`src/sv/mlfq_pkg.sv`:
```
// Shared types and constants for the MLFQ CPU scheduler.
package mlfq_pkg;

    localparam int MAX_PROCS  = 16;
    localparam int LEVELS     = 3;
    localparam int MLFQ_SLICE = 2;

    typedef enum logic [1:0] {
        OP_TICK   = 2'd0,
        OP_ARRIVE = 2'd1,
        OP_IORET  = 2'd2,
        OP_NONE   = 2'd3
    } opcode_t;

    typedef enum logic [1:0] {
        MODE_FIFO = 2'd0,
        MODE_RR   = 2'd1,
        MODE_MLFQ = 2'd2,
        MODE_RSVD = 2'd3
    } mode_t;

    typedef enum logic [1:0] {
        REG_MODE  = 2'd0,
        REG_QUANT = 2'd1,
        REG_BOOST = 2'd2,
        REG_NCPU  = 2'd3
    } reg_index_t;

    typedef enum logic [3:0] {
        ST_IDLE,
        ST_READY,
        ST_BOOST_CHK,
        ST_BOOST_POP,
        ST_BOOST_PUSH,
        ST_BOOST_CPU,
        ST_PICK,
        ST_PICK_LOAD,
        ST_DEC
    } state_t;

    // Commands from the controller to the datapath
    typedef struct packed {
        logic ready_item;   // apply a ready item
        logic boost_div;    // start boost check (load divider)
        logic boost_pop;    // issue read of head of boost level
        logic boost_push;   // push read pid to level 0
        logic boost_cpu;    // clear levels of running pids
        logic pick_read;    // issue read for dispatch on current cpu
        logic pick_load;    // load CPU from read data
        logic advance;      // now++
        logic dec_cpu;      // decrement current cpu burst
        logic emit;         // present result of current cpu
        logic next_cpu;     // step cpu pointer
        logic clr_cpu;      // clear cpu pointer
        logic next_lv;      // step boost level
    } cmd_t;

    // Status from the datapath to the controller
    typedef struct packed {
        logic div_done;
        logic boost_due;
        logic lv_nonempty;  // boost level has entries
        logic lv_last;      // boost level is the last one
        logic pick_ok;      // current cpu idle, in range and queue nonempty
        logic seg_end;      // current cpu segment ends
        logic cpu_last;     // current cpu pointer is 1
        logic out_free;     // output register empty or being taken
    } status_t;

endpackage

```
`src/sv/mlfq_ram.sv`:
```
// Generic single-port-write, single-port-read RAM with registered read.
module mlfq_ram #(
    parameter int WIDTH = 4,
    parameter int DEPTH = 48
) (
    input  logic                     clk,
    input  logic                     we,
    input  logic [$clog2(DEPTH)-1:0] waddr,
    input  logic [WIDTH-1:0]         wdata,
    input  logic [$clog2(DEPTH)-1:0] raddr,
    output logic [WIDTH-1:0]         rdata
);
    logic [WIDTH-1:0] mem [DEPTH];

    always_ff @(posedge clk)
    begin
        if (we)
        begin
            mem[waddr] <= wdata;
        end
        rdata <= mem[raddr];
    end
endmodule

```
`src/sv/mlfq_div.sv`:
```
// Iterative restoring remainder unit: 32-bit dividend by 16-bit divisor.
module mlfq_div (
    input  logic        clk,
    input  logic        rst_n,
    input  logic        start,
    input  logic [31:0] dividend,
    input  logic [15:0] divisor,
    output logic        done,
    output logic        rem_zero
);
    logic [31:0] quo_reg, quo_next;
    logic [16:0] rem_reg, rem_next;
    logic [5:0]  cnt_reg, cnt_next;
    logic        busy_reg, busy_next;
    logic [15:0] dvs_reg, dvs_next;
    logic [16:0] trial;

    always_comb
    begin
        quo_next  = quo_reg;
        rem_next  = rem_reg;
        cnt_next  = cnt_reg;
        busy_next = busy_reg;
        dvs_next  = dvs_reg;
        trial     = {rem_reg[15:0], quo_reg[31]};
        if (start)
        begin
            quo_next  = dividend;
            rem_next  = '0;
            cnt_next  = 6'd32;
            busy_next = 1'b1;
            dvs_next  = divisor;
        end
        else if (busy_reg)
        begin
            quo_next = {quo_reg[30:0], 1'b0};
            if (trial >= {1'b0, dvs_reg})
            begin
                rem_next = trial - {1'b0, dvs_reg};
            end
            else
            begin
                rem_next = trial;
            end
            cnt_next = cnt_reg - 6'd1;
            if (cnt_reg == 6'd1)
            begin
                busy_next = 1'b0;
            end
        end
    end

    always_ff @(posedge clk or negedge rst_n)
    begin
        if (!rst_n)
        begin
            busy_reg <= 1'b0;
            cnt_reg  <= '0;
        end
        else
        begin
            busy_reg <= busy_next;
            cnt_reg  <= cnt_next;
        end
    end

    always_ff @(posedge clk)
    begin
        quo_reg <= quo_next;
        rem_reg <= rem_next;
        dvs_reg <= dvs_next;
    end

    assign done     = !busy_reg && !start;
    assign rem_zero = (rem_reg == '0);
endmodule

```
`src/sv/mlfq_ctrl.sv`:
```
// Controller state machine for the MLFQ CPU scheduler.
module mlfq_ctrl
    import mlfq_pkg::*;
(
    input  logic    clk,
    input  logic    rst_n,
    input  logic    in_fire,
    input  opcode_t op,
    input  status_t st,
    output logic    in_ready,
    output cmd_t    cmd
);
    state_t state_reg, state_next;

    always_ff @(posedge clk or negedge rst_n)
    begin
        if (!rst_n)
        begin
            state_reg <= ST_IDLE;
        end
        else
        begin
            state_reg <= state_next;
        end
    end

    always_comb
    begin
        state_next = state_reg;
        cmd        = '0;
        in_ready   = (state_reg == ST_IDLE);
        case (state_reg)
            ST_IDLE:
            begin
                if (in_fire)
                begin
                    if (op == OP_ARRIVE || op == OP_IORET)
                    begin
                        state_next = ST_READY;
                    end
                    else if (op == OP_TICK)
                    begin
                        cmd.boost_div = 1'b1;
                        state_next    = ST_BOOST_CHK;
                    end
                end
            end
            ST_READY:
            begin
                cmd.ready_item = 1'b1;
                state_next     = ST_IDLE;
            end
            ST_BOOST_CHK:
            begin
                if (st.div_done)
                begin
                    cmd.clr_cpu = 1'b1;
                    state_next  = st.boost_due ? ST_BOOST_POP : ST_PICK;
                end
            end
            ST_BOOST_POP:
            begin
                if (st.lv_nonempty)
                begin
                    cmd.boost_pop = 1'b1;
                    state_next    = ST_BOOST_PUSH;
                end
                else if (st.lv_last)
                begin
                    state_next = ST_BOOST_CPU;
                end
                else
                begin
                    cmd.next_lv = 1'b1;
                end
            end
            ST_BOOST_PUSH:
            begin
                cmd.boost_push = 1'b1;
                state_next     = ST_BOOST_POP;
            end
            ST_BOOST_CPU:
            begin
                cmd.boost_cpu = 1'b1;
                state_next    = ST_PICK;
            end
            ST_PICK:
            begin
                if (st.pick_ok)
                begin
                    cmd.pick_read = 1'b1;
                    state_next    = ST_PICK_LOAD;
                end
                else if (st.cpu_last)
                begin
                    cmd.advance = 1'b1;
                    cmd.clr_cpu = 1'b1;
                    state_next  = ST_DEC;
                end
                else
                begin
                    cmd.next_cpu = 1'b1;
                end
            end
            ST_PICK_LOAD:
            begin
                cmd.pick_load = 1'b1;
                if (st.cpu_last)
                begin
                    cmd.advance = 1'b1;
                    cmd.clr_cpu = 1'b1;
                    state_next  = ST_DEC;
                end
                else
                begin
                    cmd.next_cpu = 1'b1;
                    state_next   = ST_PICK;
                end
            end
            // Step each CPU; an ending segment waits for a free output register
            ST_DEC:
            begin
                if (!st.seg_end || st.out_free)
                begin
                    cmd.emit    = st.seg_end;
                    cmd.dec_cpu = 1'b1;
                    if (st.cpu_last)
                    begin
                        state_next = ST_IDLE;
                    end
                    else
                    begin
                        cmd.next_cpu = 1'b1;
                    end
                end
            end
            default:
            begin
                state_next = ST_IDLE;
            end
        endcase
    end
endmodule

```
`src/sv/mlfq_dp.sv`:
```
// Datapath for the MLFQ CPU scheduler: queues, process table, CPUs, output register.
module mlfq_dp
    import mlfq_pkg::*;
(
    input  logic        clk,
    input  logic        rst_n,
    input  cmd_t        cmd,
    output status_t     st,
    input  logic        in_fire,
    input  logic [1:0]  in_op,
    input  logic [3:0]  in_pid,
    input  logic [15:0] in_len,
    input  logic        cfg_fire,
    input  logic [1:0]  cfg_index,
    input  logic [15:0] cfg_data,
    output logic        out_valid,
    input  logic        out_ready,
    output logic [3:0]  seg_pid,
    output logic [7:0]  burst_number,
    output logic        cpu_id,
    output logic [31:0] start_tick,
    output logic [31:0] end_tick,
    output logic        reason,
    output logic        last
);
    localparam int PW = $clog2(MAX_PROCS);
    localparam int LW = (LEVELS > 1) ? $clog2(LEVELS) : 1;
    localparam int CW = $clog2(MAX_PROCS + 1);
    localparam int QD = LEVELS * MAX_PROCS;
    localparam int AW = $clog2(QD);
    localparam logic [CW-1:0] FULL = CW'(MAX_PROCS);
    localparam logic [LW-1:0] LV_TOP = LW'(LEVELS - 1);

    // configuration
    mode_t       mode_reg;
    logic [15:0] quant_reg, boost_reg;
    logic [1:0]  ncpu_reg;

    // queues
    logic [PW-1:0] head_reg [LEVELS];
    logic [PW-1:0] tail_reg [LEVELS];
    logic [CW-1:0] count_reg [LEVELS];

    // process table
    logic [LW-1:0] plevel_reg [MAX_PROCS];
    logic [15:0]   prem_reg [MAX_PROCS];
    logic [7:0]    pburst_reg [MAX_PROCS];

    // CPUs
    logic          busy_reg [2];
    logic [PW-1:0] cpid_reg [2];
    logic [15:0]   slice_reg [2];
    logic [31:0]   cstart_reg [2];
    logic [31:0]   now_reg;

    // walk pointers and latched input
    logic          cpu_reg;
    logic [LW-1:0] blv_reg;
    logic [1:0]    op_reg;
    logic [PW-1:0] pid_reg;
    logic [15:0]   len_reg;

    // RAM port
    logic          ram_we;
    logic [AW-1:0] ram_waddr, ram_raddr;
    logic [PW-1:0] ram_wdata, ram_rdata;

    logic div_done, rem_zero;

    mlfq_ram #(.WIDTH(PW), .DEPTH(QD)) u_ram (
        .clk   (clk),
        .we    (ram_we),
        .waddr (ram_waddr),
        .wdata (ram_wdata),
        .raddr (ram_raddr),
        .rdata (ram_rdata)
    );

    mlfq_div u_div (
        .clk      (clk),
        .rst_n    (rst_n),
        .start    (cmd.boost_div),
        .dividend (now_reg),
        .divisor  (boost_reg),
        .done     (div_done),
        .rem_zero (rem_zero)
    );

    function automatic logic [AW-1:0] slot_addr(logic [LW-1:0] lv, logic [PW-1:0] idx);
        return AW'(lv * MAX_PROCS) + AW'(idx);
    endfunction

    function automatic logic [PW-1:0] inc_ptr(logic [PW-1:0] p);
        return (p == PW'(MAX_PROCS - 1)) ? '0 : p + PW'(1);
    endfunction

    // derived selects
    logic          ncpu2;
    logic          cpu_ok;
    logic          any_q;
    logic [LW-1:0] pick_lv;
    logic [LW-1:0] rdy_lv;
    logic          rdy_ok;
    logic [PW-1:0] cur_pid;
    logic [15:0]   rem_dec;
    logic [15:0]   rem_cpu1;
    logic          seg_fin, seg_pre;
    logic [LW-1:0] pre_lv;
    logic [LW-1:0] pre_enq;

    always_comb
    begin
        ncpu2   = ncpu_reg[1];
        cpu_ok  = (cpu_reg == 1'b0) || ncpu2;
        any_q   = 1'b0;
        pick_lv = '0;
        for (int l = LEVELS - 1; l >= 0; l--)
        begin
            if ((l == 0 || mode_reg == MODE_MLFQ) && count_reg[l] != '0)
            begin
                any_q   = 1'b1;
                pick_lv = LW'(l);
            end
        end
        rdy_lv = (op_reg == OP_IORET && mode_reg == MODE_MLFQ) ? plevel_reg[pid_reg] : '0;
        rdy_ok = (count_reg[rdy_lv] < FULL);
        cur_pid = cpid_reg[cpu_reg];
        rem_dec = prem_reg[cur_pid] - 16'd1;
        // CPU 1 steps after CPU 0, so a shared pid loses two ticks
        rem_cpu1 = prem_reg[cpid_reg[1]] -
                   ((cpid_reg[1] == cpid_reg[0]) ? 16'd2 : 16'd1);
        seg_fin = busy_reg[cpu_reg] && (rem_dec == '0);
        seg_pre = busy_reg[cpu_reg] && !seg_fin && (slice_reg[cpu_reg] == 16'd1);
        pre_lv  = (mode_reg == MODE_MLFQ && plevel_reg[cur_pid] != LV_TOP)
                  ? plevel_reg[cur_pid] + LW'(1) : plevel_reg[cur_pid];
        pre_enq = (mode_reg == MODE_MLFQ) ? pre_lv : '0;
    end

    // RAM addressing
    always_comb
    begin
        ram_we    = 1'b0;
        ram_waddr = slot_addr(rdy_lv, tail_reg[rdy_lv]);
        ram_wdata = pid_reg;
        ram_raddr = slot_addr(pick_lv, head_reg[pick_lv]);
        if (cmd.ready_item)
        begin
            ram_we = rdy_ok;
        end
        else if (cmd.boost_push)
        begin
            ram_we    = (count_reg[0] < FULL);
            ram_waddr = slot_addr('0, tail_reg[0]);
            ram_wdata = ram_rdata;
        end
        else if (cmd.dec_cpu && seg_pre)
        begin
            ram_we    = (count_reg[pre_enq] < FULL);
            ram_waddr = slot_addr(pre_enq, tail_reg[pre_enq]);
            ram_wdata = cur_pid;
        end
        if (cmd.boost_pop)
        begin
            ram_raddr = slot_addr(blv_reg, head_reg[blv_reg]);
        end
    end

    // status
    always_comb
    begin
        st.div_done    = div_done;
        st.boost_due   = (mode_reg == MODE_MLFQ) && (boost_reg != '0) &&
                         (now_reg != '0) && rem_zero;
        st.lv_nonempty = (count_reg[blv_reg] != '0);
        st.lv_last     = (blv_reg == LV_TOP);
        st.pick_ok     = cpu_ok && !busy_reg[cpu_reg] && any_q;
        st.seg_end     = seg_fin || seg_pre;
        st.cpu_last    = cpu_reg;
        st.out_free    = !out_valid || out_ready;
    end

    // configuration registers
    always_ff @(posedge clk or negedge rst_n)
    begin
        if (!rst_n)
        begin
            mode_reg  <= MODE_FIFO;
            quant_reg <= 16'd10;
            boost_reg <= '0;
            ncpu_reg  <= 2'd1;
        end
        else if (cfg_fire)
        begin
            case (reg_index_t'(cfg_index))
                REG_MODE:  mode_reg  <= mode_t'(cfg_data[1:0]);
                REG_QUANT: quant_reg <= cfg_data;
                REG_BOOST: boost_reg <= cfg_data;
                REG_NCPU:  ncpu_reg  <= cfg_data[1:0];
                default:   ;
            endcase
        end
    end

    // latched input item
    always_ff @(posedge clk)
    begin
        if (in_fire)
        begin
            op_reg  <= in_op;
            pid_reg <= PW'(in_pid);
            len_reg <= in_len;
        end
    end

    // process table, queues, CPUs and output register
    always_ff @(posedge clk or negedge rst_n)
    begin
        if (!rst_n)
        begin
            for (int l = 0; l < LEVELS; l++)
            begin
                head_reg[l]  <= '0;
                tail_reg[l]  <= '0;
                count_reg[l] <= '0;
            end
            for (int p = 0; p < MAX_PROCS; p++)
            begin
                plevel_reg[p] <= '0;
                pburst_reg[p] <= '0;
            end
            for (int c = 0; c < 2; c++)
            begin
                busy_reg[c]   <= 1'b0;
                cpid_reg[c]   <= '0;
                slice_reg[c]  <= '0;
                cstart_reg[c] <= '0;
            end
            now_reg     <= '0;
            cpu_reg     <= 1'b0;
            blv_reg     <= LW'(1);
            out_valid   <= 1'b0;
        end
        else
        begin
            // ready item: enqueue with fresh burst
            if (cmd.ready_item && rdy_ok)
            begin
                if (op_reg == OP_ARRIVE)
                begin
                    plevel_reg[pid_reg] <= '0;
                    pburst_reg[pid_reg] <= 8'd1;
                end
                else if (pburst_reg[pid_reg] != 8'hFF)
                begin
                    pburst_reg[pid_reg] <= pburst_reg[pid_reg] + 8'd1;
                end
                prem_reg[pid_reg]   <= (len_reg == '0) ? 16'd1 : len_reg;
                tail_reg[rdy_lv]    <= inc_ptr(tail_reg[rdy_lv]);
                count_reg[rdy_lv]   <= count_reg[rdy_lv] + CW'(1);
            end

            if (cmd.clr_cpu)
            begin
                cpu_reg     <= 1'b0;
                blv_reg     <= LW'(1);
            end
            if (cmd.next_cpu)
            begin
                cpu_reg <= 1'b1;
            end
            if (cmd.next_lv)
            begin
                blv_reg <= blv_reg + LW'(1);
            end

            // boost walk
            if (cmd.boost_pop)
            begin
                head_reg[blv_reg]  <= inc_ptr(head_reg[blv_reg]);
                count_reg[blv_reg] <= count_reg[blv_reg] - CW'(1);
            end
            if (cmd.boost_push)
            begin
                plevel_reg[ram_rdata] <= '0;
                if (count_reg[0] < FULL)
                begin
                    tail_reg[0]  <= inc_ptr(tail_reg[0]);
                    count_reg[0] <= count_reg[0] + CW'(1);
                end
            end
            if (cmd.boost_cpu)
            begin
                for (int c = 0; c < 2; c++)
                begin
                    if (busy_reg[c])
                    begin
                        plevel_reg[cpid_reg[c]] <= '0;
                    end
                end
            end

            // dispatch
            if (cmd.pick_read)
            begin
                head_reg[pick_lv]    <= inc_ptr(head_reg[pick_lv]);
                count_reg[pick_lv]   <= count_reg[pick_lv] - CW'(1);
            end
            if (cmd.pick_load)
            begin
                busy_reg[cpu_reg]   <= 1'b1;
                cpid_reg[cpu_reg]   <= ram_rdata;
                cstart_reg[cpu_reg] <= now_reg;
                case (mode_reg)
                    MODE_RR:   slice_reg[cpu_reg] <= quant_reg;
                    MODE_MLFQ: slice_reg[cpu_reg] <= 16'(MLFQ_SLICE);
                    default:   slice_reg[cpu_reg] <= '0;
                endcase
            end
            if (cmd.advance)
            begin
                now_reg <= now_reg + 32'd1;
            end

            // present an ended segment, or drop the one just taken
            if (cmd.emit)
            begin
                out_valid    <= 1'b1;
                seg_pid      <= 4'(cur_pid);
                burst_number <= pburst_reg[cur_pid];
                cpu_id       <= cpu_reg;
                start_tick   <= cstart_reg[cpu_reg];
                end_tick     <= now_reg;
                reason       <= seg_pre;
                last         <= cpu_reg || !(busy_reg[1] &&
                                ((rem_cpu1 == '0) || (slice_reg[1] == 16'd1)));
            end
            else if (out_valid && out_ready)
            begin
                out_valid <= 1'b0;
            end

            // burst decrement and segment end
            if (cmd.dec_cpu && busy_reg[cpu_reg])
            begin
                prem_reg[cur_pid] <= rem_dec;
                if (seg_fin || seg_pre)
                begin
                    busy_reg[cpu_reg]  <= 1'b0;
                    slice_reg[cpu_reg] <= '0;
                end
                else if (slice_reg[cpu_reg] != '0)
                begin
                    slice_reg[cpu_reg] <= slice_reg[cpu_reg] - 16'd1;
                end
                if (seg_pre)
                begin
                    plevel_reg[cur_pid] <= pre_lv;
                    if (count_reg[pre_enq] < FULL)
                    begin
                        tail_reg[pre_enq]  <= inc_ptr(tail_reg[pre_enq]);
                        count_reg[pre_enq] <= count_reg[pre_enq] + CW'(1);
                    end
                end
            end
        end
    end
endmodule

```
`src/sv/mlfq_round_robin_cpu_scheduler.sv`:
```
// Top level of the MLFQ / round robin / FIFO CPU scheduler.
//
// Channel   Dir  Handshake                Contents
// s_axis    in   s_tvalid / s_tready      tdata: opcode, pid, burst_length
// m_axis    out  m_tvalid / m_tready      tdata: segment record, tlast
// cfg       in   cfg_valid / cfg_ready    cfg_index, cfg_data
//
// A ready item is latched, then enqueued. A tick first runs the boost-period
// remainder, then, if a boost is due, moves every entry of the lower levels
// to level 0, then dispatches on each CPU and steps the burst of each CPU. The
// remainder unit and the single queue RAM port set the pace of these steps.
// Reset clears all control state at once; no clearing pass is needed.
// A result waits in the output register; a later segment end stalls the tick.
module mlfq_round_robin_cpu_scheduler
    import mlfq_pkg::*;
(
    input  logic        clk,
    input  logic        rst_n,
    input  logic        s_tvalid,
    output logic        s_tready,
    input  logic [23:0] s_tdata,   // opcode[1:0], pid[5:2], burst_length[21:6]
    output logic        m_tvalid,
    input  logic        m_tready,
    output logic [79:0] m_tdata,   // seg_pid[3:0], burst_number[11:4], cpu_id[12],
                                   // start_time[44:13], end_time[76:45], reason[77]
    output logic        m_tlast,
    input  logic        cfg_valid,
    output logic        cfg_ready,
    input  logic [1:0]  cfg_index,
    input  logic [15:0] cfg_data
);
    cmd_t        cmd;
    status_t     st;
    logic        in_fire;
    logic [3:0]  seg_pid;
    logic [7:0]  burst_number;
    logic        cpu_id;
    logic [31:0] start_tick, end_tick;
    logic        reason;

    assign in_fire   = s_tvalid && s_tready;
    assign cfg_ready = 1'b1;

    mlfq_ctrl u_ctrl (
        .clk      (clk),
        .rst_n    (rst_n),
        .in_fire  (in_fire),
        .op       (opcode_t'(s_tdata[1:0])),
        .st       (st),
        .in_ready (s_tready),
        .cmd      (cmd)
    );

    mlfq_dp u_dp (
        .clk          (clk),
        .rst_n        (rst_n),
        .cmd          (cmd),
        .st           (st),
        .in_fire      (in_fire),
        .in_op        (s_tdata[1:0]),
        .in_pid       (s_tdata[5:2]),
        .in_len       (s_tdata[21:6]),
        .cfg_fire     (cfg_valid && cfg_ready),
        .cfg_index    (cfg_index),
        .cfg_data     (cfg_data),
        .out_valid    (m_tvalid),
        .out_ready    (m_tready),
        .seg_pid      (seg_pid),
        .burst_number (burst_number),
        .cpu_id       (cpu_id),
        .start_tick   (start_tick),
        .end_tick     (end_tick),
        .reason       (reason),
        .last         (m_tlast)
    );

    assign m_tdata = {2'b00, reason, end_tick, start_tick, cpu_id, burst_number, seg_pid};
endmodule

```
`config.mk`:
```
export PLATFORM = sky130hd
export DESIGN_NAME = mlfq_round_robin_cpu_scheduler
export DESIGN_NICKNAME = d
export VERILOG_FILES = /design/src/sv/mlfq_pkg.sv /design/src/sv/mlfq_ram.sv /design/src/sv/mlfq_div.sv /design/src/sv/mlfq_ctrl.sv /design/src/sv/mlfq_dp.sv /design/src/sv/mlfq_round_robin_cpu_scheduler.sv
export SDC_FILE = /design/constraint.sdc
export NUM_CORES = 2
export LEC_CHECK = 0
export ABC_AREA = 0
export BUFFER_PORTS_ARGS = -buffer_cell sky130_fd_sc_hd__clkbuf_2
export CAP_MARGIN = 15
export CELL_PAD_IN_SITES_DETAIL_PLACEMENT = 1
export CELL_PAD_IN_SITES_GLOBAL_PLACEMENT = 1
export CORE_UTILIZATION = 47
export DETAILED_ROUTE_END_ITERATION = 16
export GPL_TIMING_DRIVEN = 0
export PLACE_DENSITY = 0.72
export SKIP_LAST_GASP = 1
export SYNTH_ARGS = -nofsm -noshare
export SYNTH_HDL_FRONTEND = slang
export SYNTH_SLANG_ARGS = --single-unit
```
`constraint.sdc`:
```
create_clock -name clk -period 18.96 [get_ports clk]
set_input_delay 1.896 -clock clk [delete_from_list [all_inputs] [get_ports clk]]
set_output_delay 1.896 -clock clk [all_outputs]
set_load 0.01 [all_outputs]
```
Yosys cells after proc, flatten, opt, wreduce, memory -nomap -nowiden
Memory sizes are Yosys's and may differ from the RTL's. A register that Yosys moved wholly into a read port is not among the register bits.
Cells that the tools add are included.
{"block": "classes", "add_sub_neg": 23, "muxes": 220, "magnitude_cmp": 24, "n_reduce_logical": 72, "n_eq_ne": 36, "n_bitwise": 31}
{"operator": "$mux 32", "count": 19}
{"operator": "$mux 128", "count": 2}
{"operator": "$and 32x32->32", "count": 6}
{"operator": "$not 32->32", "count": 5}
{"operator": "$mux 4", "count": 38}
{"operator": "$bwmux 128", "count": 1}
{"operator": "$and 112x112->112", "count": 1}
{"operator": "$not 112->112", "count": 1}
{"operator": "$bwmux 32", "count": 3}
{"operator": "$mux 16", "count": 6}
{"operator": "$mux 15", "count": 6}
{"operator": "$mux 12", "count": 6}
{"operator": "$mux 5", "count": 14}
{"operator": "$bmux 8 s4", "count": 2}
{"operator": "$bwmux 64", "count": 1}
{"operator": "$pmux 32 s2", "count": 1}
{"operator": "$bwmux 15", "count": 4}
{"operator": "$bwmux 12", "count": 4}
{"operator": "$logic_not 16->1", "count": 3}
{"operator": "$mux 2", "count": 23}
{"operator": "$mux 1", "count": 43}
{"operator": "$bmux 5 s2", "count": 4}
{"operator": "$demux 2 s4", "count": 5}
{"operator": "$demux 5 s2", "count": 4}
{"operator": "73 further kinds", "count": 204}
{"block": "totals", "inputBits": 47, "out_inout_bits": 84, "regBits": 554, "ramBits": 448, "mem_count": 2}
{"name": "u_dp.prem_reg", "depth": 16, "word_bits": 16, "rd": 2, "rd_ports_with_merged_regs": 0, "wr": 1, "line": "mlfq_dp.sv:46", "text": "logic [15:0] prem_reg [MAX_PROCS];"}
{"name": "u_dp.u_ram.mem", "depth": 48, "word_bits": 4, "rd": 1, "rd_ports_with_merged_regs": 1, "wr": 1, "line": "mlfq_ram.sv:13", "text": "logic [WIDTH-1:0] mem [DEPTH];"}

Depth between registers and ports, before layout
{"block": "depth", "depth_word": 23, "ltp_mapped": 24, "mapped_depth_nobuf": 18}

Hierarchy
Synthesis repeated with hierarchy kept, for this count alone.
{"block": "hier_totals", "hier_cells": 4342, "area_unflattened_um2": 52771.9}
{"mod": "mlfq_dp", "cells_each": 3472, "area_per_inst_um2": 40336.2, "instances": 1}
{"mod": "mlfq_ram", "cells_each": 437, "area_per_inst_um2": 7897.6, "instances": 1}
{"mod": "mlfq_div", "cells_each": 361, "area_per_inst_um2": 3981.3, "instances": 1}
{"mod": "mlfq_ctrl", "cells_each": 64, "area_per_inst_um2": 505.5, "instances": 1}
{"mod": "mlfq_round_robin_cpu_scheduler", "cells_each": 8, "area_per_inst_um2": 51.3, "instances": 1}

Worst setup path after synthesis
OpenSTA, ideal clock, no wires.
{"block": "synth_path", "path_type": "reg2reg", "startpoint": "register u_dp.cpu_reg", "endpoint": "register u_dp.burst_number[0], enable pin", "required_ps": 18347, "setup_time_ps": 613, "slack_ps": 9155, "n_path_buf": 3, "t_arrival_ps": 9192, "path_stages_with_launch": 19, "synth_period_minus_slack_ps": 9805, "cell_sequence": "dfrtp_1 -> buf_2 -> mux2i_1 -> inv_2 -> buf_6 -> buf_6 -> mux2i_1 -> mux2i_1 -> mux2_2 -> o21ai_1 -> ha_1 -> inv_1 -> a211oi_2 -> nand2_1 -> xnor2_1 -> nand4_1 -> o41ai_2 -> nand2_1 -> nor3_1"}
{"block": "synth_via", "elab_chain_cells": 17}
{"element": "from (decl)", "line": "mlfq_dp.sv:57", "text": "logic cpu_reg;"}
{"element": "from (signal assigned)", "line": "mlfq_dp.sv:239", "text": "cpu_reg <= 1'b0;"}
{"element": "from (signal assigned)", "line": "mlfq_dp.sv:264", "text": "cpu_reg <= 1'b0;"}
{"element": "from (signal assigned)", "line": "mlfq_dp.sv:269", "text": "cpu_reg <= 1'b1;"}
{"element": "$not 1->2 (not written as such) *", "line": "mlfq_dp.sv:127, mlfq_dp.sv:132, mlfq_dp.sv:133"}
{"element": "$mux 4 (not written as such) (3 in a row)", "line": "mlfq_dp.sv:127", "text": "cur_pid = cpid_reg[cpu_reg];"}
{"element": "$mem_v2 16x16"}
{"element": "$sub 16x1->16", "line": "mlfq_dp.sv:128", "text": "rem_dec = prem_reg[cur_pid] - 16'd1;"}
{"element": "$logic_not 16->1", "line": "mlfq_dp.sv:132", "text": "seg_fin = busy_reg[cpu_reg] && (rem_dec == '0);"}
{"element": "$logic_and 1x1->1", "line": "mlfq_dp.sv:132"}
{"element": "$logic_not 1->1", "line": "mlfq_dp.sv:133", "text": "seg_pre = busy_reg[cpu_reg] && !seg_fin && (slice_reg[cpu_reg] == 16'd1);"}
{"element": "$logic_and 1x1->1 (2 in a row)", "line": "mlfq_dp.sv:133"}
{"element": "$logic_or 1x1->1 *", "line": "mlfq_dp.sv:177", "text": "st.seg_end = seg_fin || seg_pre;"}
{"element": "$logic_not 1->1", "line": "mlfq_ctrl.sv:123", "text": "if (!st.seg_end || st.out_free)"}
{"element": "$logic_or 1x1->1", "line": "mlfq_ctrl.sv:123"}
{"element": "$mux 3 *", "line": "mlfq_ctrl.sv:123"}
{"element": "$mux 2 *", "line": "mlfq_ctrl.sv:32", "text": "case (state_reg)"}
{"element": "$reduce_and 2->1 (no line) *"}
{"element": "to (signal assigned)", "line": "mlfq_dp.sv:329", "text": "burst_number <= pburst_reg[cur_pid];"}
{"element": "to (decl)", "line": "mlfq_dp.sv:19", "text": "output logic [7:0] burst_number,"}
Every way passes the cells marked *; elsewhere a longest branch is shown, timed or not. The select of a mux whose other input is x is not followed.
A chain may end at the register's enable or synchronous reset.

Worst setup path in the final report
{"block": "layout_path", "startpoint": "register u_dp.cpu_reg", "endpoint": "memory u_dp.prem_reg[4][12], enable pin"}
{"block": "layout_via", "elab_chain_cells": 22}
{"element": "$not 1->2 (not written as such) *"}
{"element": "$mux 4 (not written as such) (3 in a row)", "line": "mlfq_dp.sv:127"}
{"element": "$mem_v2 16x16"}
{"element": "$sub 16x1->16", "line": "mlfq_dp.sv:128"}
{"element": "$logic_not 16->1", "line": "mlfq_dp.sv:132"}
{"element": "$logic_and 1x1->1", "line": "mlfq_dp.sv:132"}
{"element": "$logic_not 1->1", "line": "mlfq_dp.sv:133"}
{"element": "$logic_and 1x1->1 (2 in a row)", "line": "mlfq_dp.sv:133"}
{"element": "(+3 left out)"}
{"element": "$mux 3", "line": "mlfq_ctrl.sv:123"}
{"element": "$mux 2", "line": "mlfq_ctrl.sv:32"}
{"element": "$logic_and 1x1->1", "line": "mlfq_dp.sv:343", "text": "if (cmd.dec_cpu && busy_reg[cpu_reg])"}
{"element": "$mux 1", "line": "mlfq_dp.sv:343"}
{"element": "$logic_and 1x1->1 (not written as such)", "line": "mlfq_dp.sv:345", "text": "prem_reg[cur_pid] <= rem_dec;"}
{"element": "$mux 1 (not written as such)", "line": "mlfq_dp.sv:345"}
{"element": "$reduce_or 16->1 (no line)"}
{"element": "$mux 4 (no line) or $mux 1 (tied branches)"}
{"element": "to (decl)", "line": "mlfq_dp.sv:46"}
Marked as above.

==> impl_results.md <==
* GRT Total Usage at 31.5%
* Yosys reg bits at 1005
* Crit. End Element: flip-flop
* Final Wtd Congestion at 0.940
* Main synth FF type: edfxtp_1
* Post-Synth Simple-Gate Area at 15.0%
* Post-synth EDFFs at 597
* Synth area leader: edfxtp_1
* TritonRoute pass-1 iters at 5
* Multi-input logic area at 0.0199 mm2
* Clk root buf: clkbuf_16
* Avg Vias per Cell at 6.25
* Largest family of logic cells by synthesized area: simple AND/OR/NAND/NOR gates
* Remaining DRCs at 0
* XOR/XNOR Fraction of Synth Area at 1.71%
* Yosys warns at 0
* Top cells by area, synth: edfxtp_1 36%, dfrtp_1 20%, nand2_1 6.3%, mux4_2 5.2%, mux2i_1 3.2%
* HP Class: reg2reg
* Final hold vios at 0
* Delay-heaviest family, CP: compound AO/OA/AOI/OAI gates
* Initial antenna violation count at 7
* Least-Margin Pin Slew at 1.13 ns
* CP Class: reg2reg
* Chip Width at 326 um
* Post-synth top area share at 36.4%
* Multiplexer share of the synthesized area at 11.0%
* Crit path buf inv count at 5
* Initial Utilization at 47.5%
* Most frequent cell after synthesis: nand2_1
* Latest clock arrival within the worst-skew pair at 0.73 ns
* Top cells by count, synth: 829 x nand2_1, 597 x edfxtp_1, 384 x dfrtp_1
* F_max at 0.126 GHz
* Routed len/inst at 27.4 um
* Register area at 0.0280 mm2
* Worst path cell trace: buf_2, mux2i_2, inv_2, buf_1, mux2_2, o21ai_1, ha_1, inv_1, a211oi_2, nand4_1, nor3b_1, o31ai_2, o41ai_2, or2_2, a21boi_1, o21ai_0, o22ai_2, buf_8
* HPWL Detailed at 121000 um
* Standard-cell rows at 118
* Area Growth Syn to Fin at 14.3%
* Grt ovf at 0
* Outcome: complete, no violations
* Adder-Cell Fraction of Synth Area at 1.21%
* CTS Hold Bufs at 0
* Syn Std Cell Area at 0.0492 mm2
* Critical path data required time at 19.39 ns
* Die height at 326 um
* IO buf count at 125
* Pwr Total at 7.68 mW
* Slew HR at 22.2%
* CTS H-tree lvls at 3
* RSZ-0062 raised after global routing: no
* CP max-delay cell: o22ai_2
* Fill count at 11000
* Max FFs per register at 256
* Cell Pwr Density at 137 mW/mm2
* Post-synthesis compound-gate area fraction at 11.1%
* # clock sinks at 1005
* Syn_area_per_cell at 11.2 um2
* Tmin final at 7.91 ns
* Post-CTS Setup Inserts at 0
* Final cycle utilization of the critical path at 41.7%
* Cts bufs inserted at 111
* CP peak stage delay at 0.79 ns
* Worst-path clk slew at 0.06 ns
* Clock skew at 0.0473 ns
* Finished Core Util at 54.3%
* Post-Layout Cell Count at 6174
* Global-route wire length before repair at 253000 um
* Slack of the worst reg-to-reg path at 11.05 ns
* Share of post-route cells with drive strength above 1 at 13.6%
* Core area at 0.104 mm2
* Via count at 38600
* FFs w/ async S/R, synth at 38.5%
* Critical path startpoint category: flip-flop
* Unique masters post-synth at 83
* Critical path fanouts, max at 10
* Vias in the first global route at 39600
* Nets at 4789
* Die area at 0.106 mm2
* Crit path DAT at 8.34 ns
* Cells after DPL at 5953
* Clk buf depth at 3
* Final Slew Violations at 0
* Maxcap violations at 0
* Sequential cell area fraction in the yosys report at 57.0%
* Static leakage at 21.0 nW
* DR iter-0 viols at 3835
* Hold slack at 0.446 ns
* Cells after Synth at 4404
* # IOs at 131
* Final setup fails at 0
* Post_cts resized at 0
* CTS tree: yes
* Largest net degree at the start of global routing at 77
* Antenna viol nets, final at 0
* Max VDD drop at 0.0841 mV
* Total wire length at 169000 um
cells in the final DEF, fill, tap and decap left out, types with 26 or more instances in the layout:
master	n
a31oi_1	57
a211oi_1	77
mux2_2	112
nand3_1	132
dfrtp_1	384
inv_1	78
clkbuf_1	252
nand4_1	27
mux4_2	113
edfxtp_1	597
mux2i_1	157
o21ai_0	277
a21oi_1	185
o31ai_1	26
nor3_1	75
nor4_1	51
nor2b_1	26
o22ai_1	43
clkbuf_2	125
xor2_1	36
nor3b_1	37
a311oi_1	49
nand2_1	829
nor2_1	236
ha_1	46
clkbuf_16	113
xnor2_1	58
and3_1	34
buf_1	28
and2_1	72
cell type report:
class,instances,area share [%]
sequential,1005,49.8
clock buffer,143,5.39
timing repair buffer,177,2.59
inverter,82,0.547
multi-input combinational,3028,35.3
tap,1380,3.07
buffer,290,2.10
antenna,3,0.0133
clock inverter,66,1.16
worst reg2reg max path: cells and delay by family, from the launching register on:
family	cells	cell delay [ns]
AOI/OAI and AO/OA	7	3.90
and+or+nand+nor	3	0.81
DFF	1	0.35
adders and majority gates	1	0.27
buffers and inverters	5	1.27
muxes	2	1.02
cells by family after synthesis:
family | after synthesis
other | 2
AO/OA/AOI/OAI | 875
flip-flops | 1005
XOR/XNOR | 95
adder cells (fa/ha/maj) | 47
multiplexers | 384
buffers and inverters | 372
AND/OR/NAND/NOR | 1624
worst paths after layout:
| path | start | end | depth (start not counted) |
|---|---|---|---|
| worst max-delay path | u_dp.cpu_reg$_DFFE_PN0P_ | u_dp.prem_reg[4][12]$_DFFE_PP_ | 18 |
| worst min-delay path | u_dp.now_reg[2]$_DFFE_PN0P_ | u_dp.end_tick[2]$_DFFE_PP_ | 0 |
| worst max register to register | u_dp.cpu_reg$_DFFE_PN0P_ | u_dp.prem_reg[4][12]$_DFFE_PP_ | 18 |
| worst min register to register | u_dp.now_reg[2]$_DFFE_PN0P_ | u_dp.end_tick[2]$_DFFE_PP_ | 0 |
| max in group asynchronous | rst_n | u_dp.cstart_reg[46]$_DFFE_PN0P_ | 4 |
| min in group asynchronous | rst_n | u_dp.pburst_reg[80]$_DFFE_PN0P_ | 1 |
metrics by stage:
stage | area [um2] | worst slack, ns | setup TNS, ns
after global placement | 51600 | -0.575 | -44.75
after CTS | 56200 | 11.02 | 0
after detailed placement | 52500 | 11.20 | 0
final | 56200 | 11.05 | 0
after global routing | 56200 | 11.03 | 0
after floorplan | 49200 | 9.15 | 0
metal layers:
layer	track usage, %	part of all wire [%]
met4	10.7	3.2
met5	0	0.0083
met3	5.22	7.3
met1	43.2	42
met2	51.0	47
report_power, final:
group | internal (mW) | total [mW] | leakage (nW) | switching, mW
Sequential | 2.63 | 2.81 | 10.6 | 0.184
Combinational | 0.901 | 2.67 | 8.61 | 1.77
Clock | 1.26 | 2.20 | 1.78 | 0.936
Total | 4.79 | 7.68 | 21.0 | 2.89
No activity file was read; power rests on OpenSTA's default activity.
